--- src/rtl/core/refslot_pkg.sv ---
`timescale 1ns / 1ps
// Package for the reference-counted slot table: field widths, result codes,
// request codes and the controller/datapath command and status structs.
// No dependencies.
package refslot_pkg;

   localparam int SLOTS_DEFAULT    = 16;
   localparam int KEY_BITS_DEFAULT = 32;

   localparam int NAME_KEY_BITS   = 32;
   localparam int STATUS_BITS     = 3;
   localparam int SLOT_INDEX_BITS = 4;
   localparam int REF_COUNT_BITS  = 16;

   localparam logic [REF_COUNT_BITS-1:0] REFS_MAX = '1;

   // request codes
   localparam logic REQ_ACQUIRE = 1'b0;
   localparam logic REQ_RELEASE = 1'b1;

   // result status codes
   localparam logic [STATUS_BITS-1:0] ST_HIT     = 3'd0;
   localparam logic [STATUS_BITS-1:0] ST_NEW     = 3'd1;
   localparam logic [STATUS_BITS-1:0] ST_FULL    = 3'd2;
   localparam logic [STATUS_BITS-1:0] ST_KEPT    = 3'd3;
   localparam logic [STATUS_BITS-1:0] ST_FREED   = 3'd4;
   localparam logic [STATUS_BITS-1:0] ST_MISSING = 3'd5;

   typedef struct packed {
      logic load;    // capture the incoming transaction, restart the scan
      logic scan;    // step the slot scan
      logic commit;  // apply the update and post the result
   } dp_cmd_type;

   typedef struct packed {
      logic hit;       // key match on the slot compared this cycle
      logic done;      // last slot compared, no match
      logic out_free;  // result register can take a new result
   } dp_sts_type;

endpackage

--- src/rtl/core/refslot_if.sv ---
`timescale 1ns / 1ps
// Valid/ready channel interfaces for the request and response sides.
// Depends on refslot_pkg.
interface refslot_req_if import refslot_pkg::*; ();
   logic                     valid;
   logic                     ready;
   logic                     req_type;
   logic [NAME_KEY_BITS-1:0] name_key;

   modport source (output valid, output req_type, output name_key, input ready);
   modport sink   (input valid, input req_type, input name_key, output ready);
endinterface

interface refslot_rsp_if import refslot_pkg::*; ();
   logic                       valid;
   logic                       ready;
   logic [STATUS_BITS-1:0]     status;
   logic [SLOT_INDEX_BITS-1:0] slot_index;
   logic [REF_COUNT_BITS-1:0]  ref_count;

   modport source (output valid, output status, output slot_index, output ref_count,
                   input ready);
   modport sink   (input valid, input status, input slot_index, input ref_count,
                   output ready);
endinterface

--- src/rtl/core/refslot_ctrl.sv ---
`timescale 1ns / 1ps
// Controller for the slot table: accept, scan and update sequencing.
// Depends on refslot_pkg.
module refslot_ctrl import refslot_pkg::*; (
   input  logic       clock,
   input  logic       reset,
   input  logic       req_valid,
   output logic       req_ready,
   input  dp_sts_type sts,
   output dp_cmd_type cmd
);

   localparam logic [1:0] S_IDLE   = 2'd0;
   localparam logic [1:0] S_SCAN   = 2'd1;
   localparam logic [1:0] S_UPDATE = 2'd2;

   logic [1:0] state_ff;
   logic [1:0] state_in;

   always_comb begin
      state_in   = state_ff;
      cmd        = '0;
      req_ready  = 1'b0;
      unique case (state_ff)
         S_IDLE: begin
            req_ready = 1'b1;
            if (req_valid) begin
               cmd.load = 1'b1;
               state_in = S_SCAN;
            end
         end
         S_SCAN: begin
            cmd.scan = 1'b1;
            if (sts.hit || sts.done) begin
               state_in = S_UPDATE;
            end
         end
         S_UPDATE: begin
            // hold until the result register is free
            if (sts.out_free) begin
               cmd.commit = 1'b1;
               state_in   = S_IDLE;
            end
         end
         default: begin
            state_in = S_IDLE;
         end
      endcase
   end

   always_ff @(posedge clock) begin
      if (reset) begin
         state_ff <= S_IDLE;
      end else begin
         state_ff <= state_in;
      end
   end

endmodule

--- src/rtl/core/refslot_dp.sv ---
`timescale 1ns / 1ps
// Datapath for the slot table: key and count memories, allocation bits,
// scan compare, update arithmetic and the result register.
// Depends on refslot_pkg and refslot_if.
module refslot_dp import refslot_pkg::*; #(
   parameter int SLOTS    = SLOTS_DEFAULT,
   parameter int KEY_BITS = KEY_BITS_DEFAULT
) (
   input  logic                     clock,
   input  logic                     reset,
   input  dp_cmd_type               cmd,
   output dp_sts_type               sts,
   input  logic                     req_type,
   input  logic [NAME_KEY_BITS-1:0] name_key,
   refslot_rsp_if.source            rsp_chan
);

   localparam int IDX_BITS = (SLOTS > 1) ? $clog2(SLOTS) : 1;
   localparam int CNT_BITS = $clog2(SLOTS + 1);

   logic [KEY_BITS-1:0] key_in;

   generate
      if (KEY_BITS <= NAME_KEY_BITS) begin : g_key_trunc
         assign key_in = name_key[KEY_BITS-1:0];
      end else begin : g_key_ext
         assign key_in = {{(KEY_BITS-NAME_KEY_BITS){1'b0}}, name_key};
      end
   endgenerate

   // slot storage; keys and counts are only meaningful for allocated slots
   logic [KEY_BITS-1:0]       slot_key_mem  [SLOTS];
   logic [REF_COUNT_BITS-1:0] slot_refs_mem [SLOTS];
   logic [SLOTS-1:0]          alloc_ff, alloc_in;

   logic                      req_type_ff, req_type_in;
   logic [KEY_BITS-1:0]       key_ff, key_in_r;
   logic [CNT_BITS-1:0]       rd_addr_ff, rd_addr_in;
   logic                      cmp_vld_ff, cmp_vld_in;
   logic [IDX_BITS-1:0]       cmp_idx_ff, cmp_idx_in;
   logic [KEY_BITS-1:0]       key_rd_ff;
   logic [REF_COUNT_BITS-1:0] refs_rd_ff;
   logic                      hit_ff, hit_in;
   logic [IDX_BITS-1:0]       hit_idx_ff, hit_idx_in;
   logic [REF_COUNT_BITS-1:0] hit_refs_ff, hit_refs_in;
   logic                      free_ff, free_in;
   logic [IDX_BITS-1:0]       free_idx_ff, free_idx_in;

   logic                       rsp_valid_ff, rsp_valid_in;
   logic [STATUS_BITS-1:0]     rsp_status_ff, rsp_status_in;
   logic [SLOT_INDEX_BITS-1:0] rsp_index_ff, rsp_index_in;
   logic [REF_COUNT_BITS-1:0]  rsp_count_ff, rsp_count_in;

   logic                      rd_en;
   logic [IDX_BITS-1:0]       rd_idx;
   logic                      match;
   logic                      last;
   logic                      free_here;

   logic                      wr_key_en;
   logic                      wr_refs_en;
   logic                      set_alloc;
   logic                      clr_alloc;
   logic                      touched;
   logic [IDX_BITS-1:0]       wr_idx;
   logic [REF_COUNT_BITS-1:0] wr_refs;
   logic [STATUS_BITS-1:0]    upd_status;
   logic [REF_COUNT_BITS-1:0] upd_count;

   assign rd_en     = cmd.scan && (rd_addr_ff < CNT_BITS'(SLOTS));
   assign rd_idx    = rd_addr_ff[IDX_BITS-1:0];
   assign match     = cmp_vld_ff && alloc_ff[cmp_idx_ff] && (key_rd_ff == key_ff);
   assign last      = cmp_vld_ff && (cmp_idx_ff == IDX_BITS'(SLOTS - 1));
   assign free_here = cmp_vld_ff && !alloc_ff[cmp_idx_ff];

   assign sts.hit      = match;
   assign sts.done     = last && !match;
   assign sts.out_free = !rsp_valid_ff || rsp_chan.ready;

   // update decision from the scan results
   always_comb begin
      wr_key_en  = 1'b0;
      wr_refs_en = 1'b0;
      set_alloc  = 1'b0;
      clr_alloc  = 1'b0;
      touched    = 1'b0;
      wr_idx     = hit_idx_ff;
      wr_refs    = '0;
      upd_status = ST_MISSING;
      upd_count  = '0;
      if (req_type_ff == REQ_ACQUIRE) begin
         priority if (hit_ff) begin
            touched    = 1'b1;
            wr_refs_en = 1'b1;
            wr_refs    = (hit_refs_ff == REFS_MAX) ? hit_refs_ff
                                                   : hit_refs_ff + REF_COUNT_BITS'(1);
            upd_status = ST_HIT;
            upd_count  = wr_refs;
         end else if (free_ff) begin
            touched    = 1'b1;
            wr_idx     = free_idx_ff;
            wr_key_en  = 1'b1;
            wr_refs_en = 1'b1;
            set_alloc  = 1'b1;
            wr_refs    = REF_COUNT_BITS'(1);
            upd_status = ST_NEW;
            upd_count  = wr_refs;
         end else begin
            upd_status = ST_FULL;
         end
      end else begin
         if (hit_ff) begin
            touched = 1'b1;
            if (hit_refs_ff <= REF_COUNT_BITS'(1)) begin
               clr_alloc  = 1'b1;
               upd_status = ST_FREED;
            end else begin
               wr_refs_en = 1'b1;
               wr_refs    = hit_refs_ff - REF_COUNT_BITS'(1);
               upd_status = ST_KEPT;
               upd_count  = wr_refs;
            end
         end else begin
            upd_status = ST_MISSING;
         end
      end
   end

   always_comb begin
      req_type_in = req_type_ff;
      key_in_r    = key_ff;
      rd_addr_in  = rd_addr_ff;
      cmp_vld_in  = 1'b0;
      cmp_idx_in  = rd_idx;
      hit_in      = hit_ff;
      hit_idx_in  = hit_idx_ff;
      hit_refs_in = hit_refs_ff;
      free_in     = free_ff;
      free_idx_in = free_idx_ff;
      alloc_in    = alloc_ff;

      if (cmd.load) begin
         req_type_in = req_type;
         key_in_r    = key_in;
         rd_addr_in  = '0;
         hit_in      = 1'b0;
         free_in     = 1'b0;
      end

      if (cmd.scan) begin
         cmp_vld_in = rd_en;
         if (rd_en) begin
            rd_addr_in = rd_addr_ff + CNT_BITS'(1);
         end
         if (match) begin
            hit_in      = 1'b1;
            hit_idx_in  = cmp_idx_ff;
            hit_refs_in = refs_rd_ff;
         end
         // lowest free slot seen so far
         if (free_here && !free_ff) begin
            free_in     = 1'b1;
            free_idx_in = cmp_idx_ff;
         end
      end

      if (cmd.commit) begin
         if (set_alloc) begin
            alloc_in[wr_idx] = 1'b1;
         end
         if (clr_alloc) begin
            alloc_in[wr_idx] = 1'b0;
         end
      end
   end

   always_comb begin
      rsp_valid_in  = rsp_valid_ff;
      rsp_status_in = rsp_status_ff;
      rsp_index_in  = rsp_index_ff;
      rsp_count_in  = rsp_count_ff;
      if (cmd.commit) begin
         rsp_valid_in  = 1'b1;
         rsp_status_in = upd_status;
         rsp_index_in  = touched ? SLOT_INDEX_BITS'(wr_idx) : '0;
         rsp_count_in  = upd_count;
      end else if (rsp_chan.ready) begin
         rsp_valid_in = 1'b0;
      end
   end

   // control state
   always_ff @(posedge clock) begin
      if (reset) begin
         alloc_ff     <= '0;
         cmp_vld_ff   <= 1'b0;
         hit_ff       <= 1'b0;
         free_ff      <= 1'b0;
         rd_addr_ff   <= '0;
         rsp_valid_ff <= 1'b0;
      end else begin
         alloc_ff     <= alloc_in;
         cmp_vld_ff   <= cmp_vld_in;
         hit_ff       <= hit_in;
         free_ff      <= free_in;
         rd_addr_ff   <= rd_addr_in;
         rsp_valid_ff <= rsp_valid_in;
      end
   end

   // payload
   always_ff @(posedge clock) begin
      req_type_ff   <= req_type_in;
      key_ff        <= key_in_r;
      cmp_idx_ff    <= cmp_idx_in;
      hit_idx_ff    <= hit_idx_in;
      hit_refs_ff   <= hit_refs_in;
      free_idx_ff   <= free_idx_in;
      rsp_status_ff <= rsp_status_in;
      rsp_index_ff  <= rsp_index_in;
      rsp_count_ff  <= rsp_count_in;
   end

   // memories: one registered read port for the scan, one write port for the update
   always_ff @(posedge clock) begin
      if (rd_en) begin
         key_rd_ff  <= slot_key_mem[rd_idx];
         refs_rd_ff <= slot_refs_mem[rd_idx];
      end
      if (cmd.commit && wr_key_en) begin
         slot_key_mem[wr_idx] <= key_ff;
      end
      if (cmd.commit && wr_refs_en) begin
         slot_refs_mem[wr_idx] <= wr_refs;
      end
   end

   assign rsp_chan.valid      = rsp_valid_ff;
   assign rsp_chan.status     = rsp_status_ff;
   assign rsp_chan.slot_index = rsp_index_ff;
   assign rsp_chan.ref_count  = rsp_count_ff;

endmodule

--- src/rtl/core/refcounted_named_slot_table_core.sv ---
`timescale 1ns / 1ps
// Reference-counted slot table. An acquire transaction returns the slot
// holding its key with the count raised by one (saturating at the maximum),
// or claims the lowest free slot with count 1, or reports a full table. A
// release transaction lowers the matching slot's count and frees it at zero,
// or reports the key as not found. One transaction is in work at a time:
// the slot memories are scanned one slot per cycle through a single read
// port, and the scan ends at the slot that holds the key or after the last
// slot when the key matches nothing. A finished result waits in an output
// register, and the next request is taken while it waits. Only the low
// KEY_BITS bits of name_key are compared and stored.
// Depends on refslot_pkg, refslot_if, refslot_ctrl and refslot_dp.
module refcounted_named_slot_table_core import refslot_pkg::*; #(
   parameter int SLOTS    = SLOTS_DEFAULT,
   parameter int KEY_BITS = KEY_BITS_DEFAULT
) (
   input  logic          clock,
   input  logic          reset,
   refslot_req_if.sink   req_chan,
   refslot_rsp_if.source rsp_chan
);

   dp_cmd_type dp_cmd;
   dp_sts_type dp_sts;
   logic       req_ready;

   assign req_chan.ready = req_ready;

   refslot_ctrl u_ctrl (
      .clock     (clock),
      .reset     (reset),
      .req_valid (req_chan.valid),
      .req_ready (req_ready),
      .sts       (dp_sts),
      .cmd       (dp_cmd)
   );

   refslot_dp #(
      .SLOTS    (SLOTS),
      .KEY_BITS (KEY_BITS)
   ) u_dp (
      .clock    (clock),
      .reset    (reset),
      .cmd      (dp_cmd),
      .sts      (dp_sts),
      .req_type (req_chan.req_type),
      .name_key (req_chan.name_key),
      .rsp_chan (rsp_chan)
   );

`ifndef SYNTHESIS
   a_busy_after_accept: assert property (@(posedge clock) disable iff (reset)
      (req_chan.valid && req_chan.ready) |=> !req_chan.ready)
      else $error("request taken while a transaction is in work");

   a_no_result_overwrite: assert property (@(posedge clock) disable iff (reset)
      dp_cmd.commit |-> !(rsp_chan.valid && !rsp_chan.ready))
      else $error("pending result overwritten");

   a_one_command: assert property (@(posedge clock) disable iff (reset)
      $onehot0({dp_cmd.load, dp_cmd.scan, dp_cmd.commit}))
      else $error("datapath commands overlap");

   a_untouched_zero: assert property (@(posedge clock) disable iff (reset)
      (rsp_chan.valid && (rsp_chan.status == ST_FULL || rsp_chan.status == ST_MISSING))
      |-> (rsp_chan.slot_index == '0 && rsp_chan.ref_count == '0))
      else $error("nonzero slot fields on a result that touched no slot");
`endif

endmodule

--- src/flat_wrapper.sv ---
// flat-port wrapper written by rule: the top's interface ports become plain ports
module refcounted_named_slot_table_core_flat import refslot_pkg::*;
#(
   parameter int SLOTS    = SLOTS_DEFAULT,
   parameter int KEY_BITS = KEY_BITS_DEFAULT
)
  (clock, reset, req_chan_valid, req_chan_req_type, req_chan_name_key, req_chan_ready, rsp_chan_valid, rsp_chan_status, rsp_chan_slot_index, rsp_chan_ref_count, rsp_chan_ready);
  refslot_req_if req_chan_i ();
  refslot_rsp_if rsp_chan_i ();
  input  logic clock;
  input  logic reset;
  input wire logic [$bits(req_chan_i.valid)-1:0] req_chan_valid;
  input wire logic [$bits(req_chan_i.req_type)-1:0] req_chan_req_type;
  input wire logic [$bits(req_chan_i.name_key)-1:0] req_chan_name_key;
  output wire logic [$bits(req_chan_i.ready)-1:0] req_chan_ready;
  output wire logic [$bits(rsp_chan_i.valid)-1:0] rsp_chan_valid;
  output wire logic [$bits(rsp_chan_i.status)-1:0] rsp_chan_status;
  output wire logic [$bits(rsp_chan_i.slot_index)-1:0] rsp_chan_slot_index;
  output wire logic [$bits(rsp_chan_i.ref_count)-1:0] rsp_chan_ref_count;
  input wire logic [$bits(rsp_chan_i.ready)-1:0] rsp_chan_ready;
  assign req_chan_i.valid = req_chan_valid;
  assign req_chan_i.req_type = req_chan_req_type;
  assign req_chan_i.name_key = req_chan_name_key;
  assign req_chan_ready = req_chan_i.ready;
  assign rsp_chan_valid = rsp_chan_i.valid;
  assign rsp_chan_status = rsp_chan_i.status;
  assign rsp_chan_slot_index = rsp_chan_i.slot_index;
  assign rsp_chan_ref_count = rsp_chan_i.ref_count;
  assign rsp_chan_i.ready = rsp_chan_ready;
  refcounted_named_slot_table_core #(.SLOTS(SLOTS), .KEY_BITS(KEY_BITS)) u_core (.clock(clock), .reset(reset), .req_chan(req_chan_i), .rsp_chan(rsp_chan_i));
endmodule
--- config.mk ---
export PLATFORM = sky130hd
export DESIGN_NAME = refcounted_named_slot_table_core_flat
export DESIGN_NICKNAME = d
export VERILOG_FILES = /design/src/rtl/core/refslot_pkg.sv /design/src/rtl/core/refslot_if.sv /design/src/rtl/core/refslot_ctrl.sv /design/src/rtl/core/refslot_dp.sv /design/src/rtl/core/refcounted_named_slot_table_core.sv /design/src/flat_wrapper.sv
export SDC_FILE = /design/constraint.sdc
export NUM_CORES = 1
export LEC_CHECK = 0
export BUFFER_PORTS_ARGS = -buffer_cell sky130_fd_sc_hd__buf_2
export CORE_MARGIN = 5
export CORE_UTILIZATION = 58
export DETAILED_ROUTE_END_ITERATION = 8
export PLACE_DENSITY = 0.72
export SLEW_MARGIN = 20
export SYNTH_ARGS = -nofsm -noshare
export SYNTH_HDL_FRONTEND = slang
export SYNTH_HIERARCHICAL = 1
export SYNTH_SLANG_ARGS = --single-unit
--- constraint.sdc ---
create_clock -name clock -period 6.3 [get_ports clock]
set_input_delay 1.26 -clock clock [delete_from_list [all_inputs] [get_ports clock]]
set_output_delay 1.26 -clock clock [all_outputs]
set_load 0.05 [all_outputs]
# ---- Yosys cells after proc, flatten, opt, wreduce, memory -nomap -nowiden
# Memory sizes are Yosys's and may differ from the RTL's. A register that Yosys moved wholly into a read port is not among the register bits.
# Cells that the tools add are included.
dict set report op_classes {
  n_addsub 3
  n_lt_le_gt_ge 5
  eq_ne 8
  muxes 58
  bitwise 4
  n_reduce_logical 22
}
# operator count
set ops {}
lappend ops {{$mux 16} 8}
lappend ops {{$mux 1} 33}
lappend ops {{$eq 32x32->1} 1}
lappend ops {{$add 16x1->16 const B} 1}
lappend ops {{$and 16x16->16} 1}
lappend ops {{$eq 16x16->1 const B} 1}
lappend ops {{$le 16x1->1 const B} 1}
lappend ops {{$not 16->16} 1}
lappend ops {{$or 16x16->16} 1}
lappend ops {{$sub 16x1->16 const B} 1}
lappend ops {{$mux 5} 3}
lappend ops {{$mux 4} 3}
lappend ops {{$logic_and 1x1->1} 10}
lappend ops {{$lt 4x5->1 const B} 2}
lappend ops {{$mux 2} 5}
lappend ops {{$mux 3} 3}
lappend ops {{$pmux 2 s3} 1}
lappend ops {{$add 5x1->5 const B} 1}
lappend ops {{$lt 5x5->1 const B} 1}
lappend ops {{$bmux 1 s4} 1}
lappend ops {{$demux 1 s4} 1}
lappend ops {{$eq 4x4->1 const B} 1}
lappend ops {{$ge 4x1->1 const B} 1}
lappend ops {{$logic_not 1->1} 4}
lappend ops {{11 further kinds} 14}
dict set report totals {
  reg_bits 111
  mem_bits_rw 768
  inputBits 37
  output_inout_bits 25
  elab_cells 118
  memories 2
}
# memory depth width rd rd_clocked_by_memory_dff write_ports line_no
set mem_list {}
lappend mem_list {u_core.u_dp.slot_key_mem 16 32 1 1 1 refslot_dp.sv:32} ;# logic [KEY_BITS-1:0] slot_key_mem [SLOTS];
lappend mem_list {u_core.u_dp.slot_refs_mem 16 16 1 1 1 refslot_dp.sv:33} ;# logic [REF_COUNT_BITS-1:0] slot_refs_mem [SLOTS];

# ---- Longest topological paths before layout
dict set report logic_depth {
  depth_word 12
  mapped_depth 9
  ltp_nobuf 8
}

# ---- By module
# Netlist, hierarchy kept.
# module n_inst cells_each area_per_inst_um2 seq_area_each_um2
set modules_own_cells {}
lappend modules_own_cells {refslot_dp 1 1595 35565.4 27486.4}
lappend modules_own_cells {refslot_ctrl 1 13 103.8 40.0}

# ---- Worst setup path after synthesis
# Ideal clock, no wire load.
dict set report synth_timing {
  path_type {input to register}
  start {input rsp_chan_ready}
  end {register u_core.u_dp.alloc_ff[15]}
  setup_ns 0.064
  arrival_time_ns 5.242
  required_ns 6.236
  path_slack_ns 0.994
  cell_stages 8
  n_path_buf 1
  cell_sequence {nand2b_1 -> nand2_1 -> nor2_1 -> inv_1 -> or3_1 -> clkbuf_1 -> nor2_1 -> o221a_2}
}
# element line_no
set synth_lines {}
lappend synth_lines {{start: declaration} flat_wrapper.sv:20} ;# input wire logic [$bits(rsp_chan_i.ready)-1:0] rsp_chan_ready;
lappend synth_lines {{end signal: assignment} refslot_dp.sv:202} ;# alloc_ff <= alloc_in;
lappend synth_lines {{end: declaration} refslot_dp.sv:34} ;# logic [SLOTS-1:0] alloc_ff, alloc_in;

# ---- Worst setup path after layout
dict set report layout_timing {
  start {register u_core.u_dp.req_type_ff}
  end {memory u_core/u_dp/slot_key_mem[0][1] (netlist name), enable pin}
}
dict set report layout_between {
  elab_chain_len 4
  elab_cells_between_ends 5
  classes_between {mux (4); reduce/logical (1)}
}
# element line_no
set layout_lines {}
lappend layout_lines {{start: declaration} refslot_dp.sv:36} ;# logic req_type_ff, req_type_in;
lappend layout_lines {{start signal: assignment} refslot_dp.sv:213} ;# req_type_ff <= req_type_in;
lappend layout_lines {{$mux 1} refslot_dp.sv:91} ;# if (req_type_ff == REQ_ACQUIRE) begin
lappend layout_lines {{$logic_and 1x1->1} refslot_dp.sv:230} ;# if (cmd.commit && wr_key_en) begin
lappend layout_lines {{$mux 1} refslot_dp.sv:230}
lappend layout_lines {{$mux 1 (implied by the code)} refslot_dp.sv:231} ;# slot_key_mem[wr_idx] <= key_ff;
lappend layout_lines {{end: declaration} refslot_dp.sv:32}
# Several ways; a longest one is shown, not always the timed one.

==> results_dict.tcl <==
set metrics [dict create \
    ys_ff_latch 927 \
    clock.fmax_mhz 253.2 \
    power_frac_seq_pct 55.2 \
    drc 0 \
    gp_congestion 0.8774 \
    yosys_warnings 6 \
    layout_min_cycle_time_ns 3.950 \
    yosysSeqAreaShare_pct 77.17 \
    vdd_drop_max_v 0.0002809 \
    crit_path_end_kind "flip-flop" \
    fp.dieH_um 258.0 \
    met3_length_um 6314 \
    cts_hold_buffers 0 \
    ys.flop_type "edfxtp_1" \
    syn_area_um2 35670 \
    worst_pin_slew_ns 1.080 \
    pin_count 62 \
    p_comb_share_pct 3.0 \
    cp_num_buf_inv 1 \
    cts_setup_buffers 0 \
    power_density_nw_per_um2 306.0 \
    crit_type "flip-flop to flip-flop" \
    nets 1770 \
    area_growth_pct 13.14 \
    rsz0062_at_grt "no" \
    avgRoutedWirePerCell_um 30.25 \
    met2_length_um 38370 \
    cts_sinks 927 \
    relSlewSlack_pct 27.33 \
    grt-ovfl-total 0 \
    stdcell_area_um2 40360 \
    grt_pass1_wl_um 115800 \
    p_leak_nw 12.10 \
    status "finished clean" \
    drt-pass1-iter-count 6 \
    final_common_cell "edfxtp_1" \
    antenna_found_initial 1 \
    clockRootBuffer "clkbuf_16" \
    crit_required_ns 6.54 \
    synth.distinct_cells 64 \
    drtIter0Drc 1975 \
    drt-vias-per-instance 6.543 \
    hpwl_um 47940 \
    clockPowerShare_pct 41.7 \
    syn_inst 1608 \
    synth_edf_count 896 \
    worstPathMaxFanout 33 \
    met1Wirelength_um 31230 \
    critPathLaunchType "flip-flop" \
    cp.arrival_ns 4.19 \
    final_cell_mix "edfxtp_1, mux4_2, clkbuf_16, buf_2" \
    grt_start_max_net_pins 146 \
    top_layer "met4" \
    path_clk_slew_ns 0.06 \
    initial_core_util_pct 58.23 \
    cts_buffer_depth 3 \
    core_area_um2 61260 \
    slowest_stage "nor2_4" \
    fin_crit_sh_pct 62.69 \
    fp.dieW_um 258.0 \
    p_int_mw 9.890 \
    io_buffers 61 \
    syn_nets 1649 \
    cts-resized-gates 0 \
    path_cells "nor3b_1 > buf_4 > mux2i_1 > nand3_1 > nor2_4" \
    setup_viol_count_final 0 \
    ys_async_sr_fraction_pct 0 \
    track_usage_pct 23.72 \
    h-tree-depth 3 \
    power.switching_mw 2.462 \
    max-cap-violations 0 \
    die-area_um2 66560 \
    drive_above_1_share_pct 30.30 \
    sw_frac_of_total_pct 19.93 \
    path_delay_family "simple AND/OR/NAND/NOR gates" \
    cts_buffers 90 \
    critPathMaxStageDelay_ns 1.08 \
    skew_ns 0.02257 \
    antenna_left 0 \
    fillers 3839 \
    hold_viol 0 \
    post-route-util_pct 65.88 \
    vias 16972 \
    clkLatencyLatePin_ns 0.64 \
    placed_cell_area_um2 37410 \
    cts_tree "done" \
    finalSetupTns_ns 0 \
    rows 91 \
    min_path_type "flip-flop to flip-flop" \
    first_global_vias 17136 \
    drv_slew 0 \
    routed_wl_um 78470 \
    avgSynthCellArea_um2 22.18 \
]
-- metrics by stage --
stage | power [mW] | worst slack, ns | cells | hold WS (ns)
floorplan | 7.179 | 0.9940 | 1608 | 0.3290
global placement | 7.321 | 1.713 | 2413 | 0.4033
detailed placement | 7.330 | 1.723 | 2423 | 0.4045
CTS | 12.45 | 2.342 | 2588 | 0.4158
global route | 12.75 | 2.124 | 2592 | 0.4269
finish | 12.35 | 2.350 | 2594 | 0.4205
-- power by group through the flow --
stage | logic (mW) | registers, mW | clock network [mW]
2_1_floorplan | 0.248 | 6.93 | 0
6_report | 0.376 | 6.82 | 5.15
3_3_place_gp | 0.360 | 6.96 | 0
3_5_place_dp | 0.365 | 6.96 | 0
5_1_grt | 0.400 | 6.83 | 5.53
4_1_cts | 0.368 | 6.83 | 5.25
-- per-layer routing --
layer,vias up,track usage [%]
li1,7063,-
met1,9024,34.39
met4,0,8.054
met5,-,0
met3,122,4.703
met2,763,37.16
-- cells in the mapped netlist (3+ instances only) --
cell,n,area [µm²]
a211oi_1,4,30.03
a21o_1,5,37.54
a21oi_1,22,110.1
a221oi_1,4,35.03
a2bb2oi_1,3,26.28
a31oi_1,8,50.05
a32oi_1,5,43.79
and2_1,3,18.77
and3_1,7,43.79
and4_1,3,26.28
buf_1,15,56.30
buf_2,5,25.02
clkbuf_1,54,202.7
dfxtp_1,31,620.6
edfxtp_1,896,26910
ha_1,4,50.05
inv_1,13,48.80
mux2i_1,6,60.06
mux4_2,244,5495
nand2_1,22,82.58
nand2b_1,9,56.30
nand3_1,15,75.07
nand3b_1,5,37.54
nand4_1,19,118.9
nand4b_1,3,26.28
nor2_1,55,206.5
nor2b_1,9,56.30
nor3_1,13,65.06
nor4_1,12,75.07
o211a_1,4,40.04
o21ai_0,8,40.04
o221a_2,10,112.6
o22ai_1,4,25.02
or2_2,3,18.77
or3_1,8,50.05
or4_4,3,33.78
xnor2_1,25,219.0
xor2_1,12,105.1
-- final cells by class --
type | instances | area [µm²] | area share [%]
Sequential cell | 927 | 27540 | 68.24
Multi-Input combinational cell | 588 | 7996 | 19.81
Clock buffer | 124 | 2432 | 6.027
Tap cell | 790 | 988.4 | 2.449
Timing Repair Buffer | 109 | 960.9 | 2.381
Clock inverter | 41 | 384.1 | 0.9518
Inverter | 13 | 48.80 | 0.1209
Antenna cell | 2 | 5.005 | 0.01240
-- path summary, 6_finish.rpt --
kind	start	end	slack, ns	depth (start not counted)
setup reg to reg	u_core/u_dp/req_type_ff	u_core/u_dp/slot_key_mem[0][1]	2.35	5
hold / removal	u_core/u_dp/refs_rd_ff[0]	u_core/u_dp/hit_refs_ff[0]	0.42	0
setup / recovery	u_core/u_dp/req_type_ff	u_core/u_dp/slot_key_mem[0][1]	2.35	5
hold reg to reg	u_core/u_dp/refs_rd_ff[0]	u_core/u_dp/hit_refs_ff[0]	0.42	0
-- kinds of logic (layout without fill, tap and decap cells) --
group | Yosys count | in the layout | synth area share (%)
AOI/OAI and AO/OA | 95 | 95 | 1.996
xor gates and xnor gates | 37 | 37 | 0.9085
adders and majority gates | 4 | 4 | 0.1403
buffers and inverters | 93 | 287 | 1.066
DFF | 927 | 927 | 77.17
muxes | 252 | 252 | 15.64
other | 0 | 2 | 0
and+or+nand+nor | 200 | 200 | 3.080
-- state kept, by name (all words and copies together) (netlist names), 2 cells and up --
register / flops
u_core/u_ctrl/state_ff: 2
u_core/u_dp/alloc_ff: 16
u_core/u_dp/cmp_idx_ff: 4
u_core/u_dp/free_idx_ff: 4
u_core/u_dp/hit_idx_ff: 4
u_core/u_dp/hit_refs_ff: 16
u_core/u_dp/key_ff: 32
u_core/u_dp/key_rd_ff: 32
u_core/u_dp/rd_addr_ff: 5
u_core/u_dp/refs_rd_ff: 16
u_core/u_dp/rsp_chan.ref_count: 16
u_core/u_dp/rsp_chan.slot_index: 4
u_core/u_dp/rsp_chan.status: 3
u_core/u_dp/slot_key_mem: 512
u_core/u_dp/slot_refs_mem: 256
No activity file was read; power rests on OpenSTA's default activity.
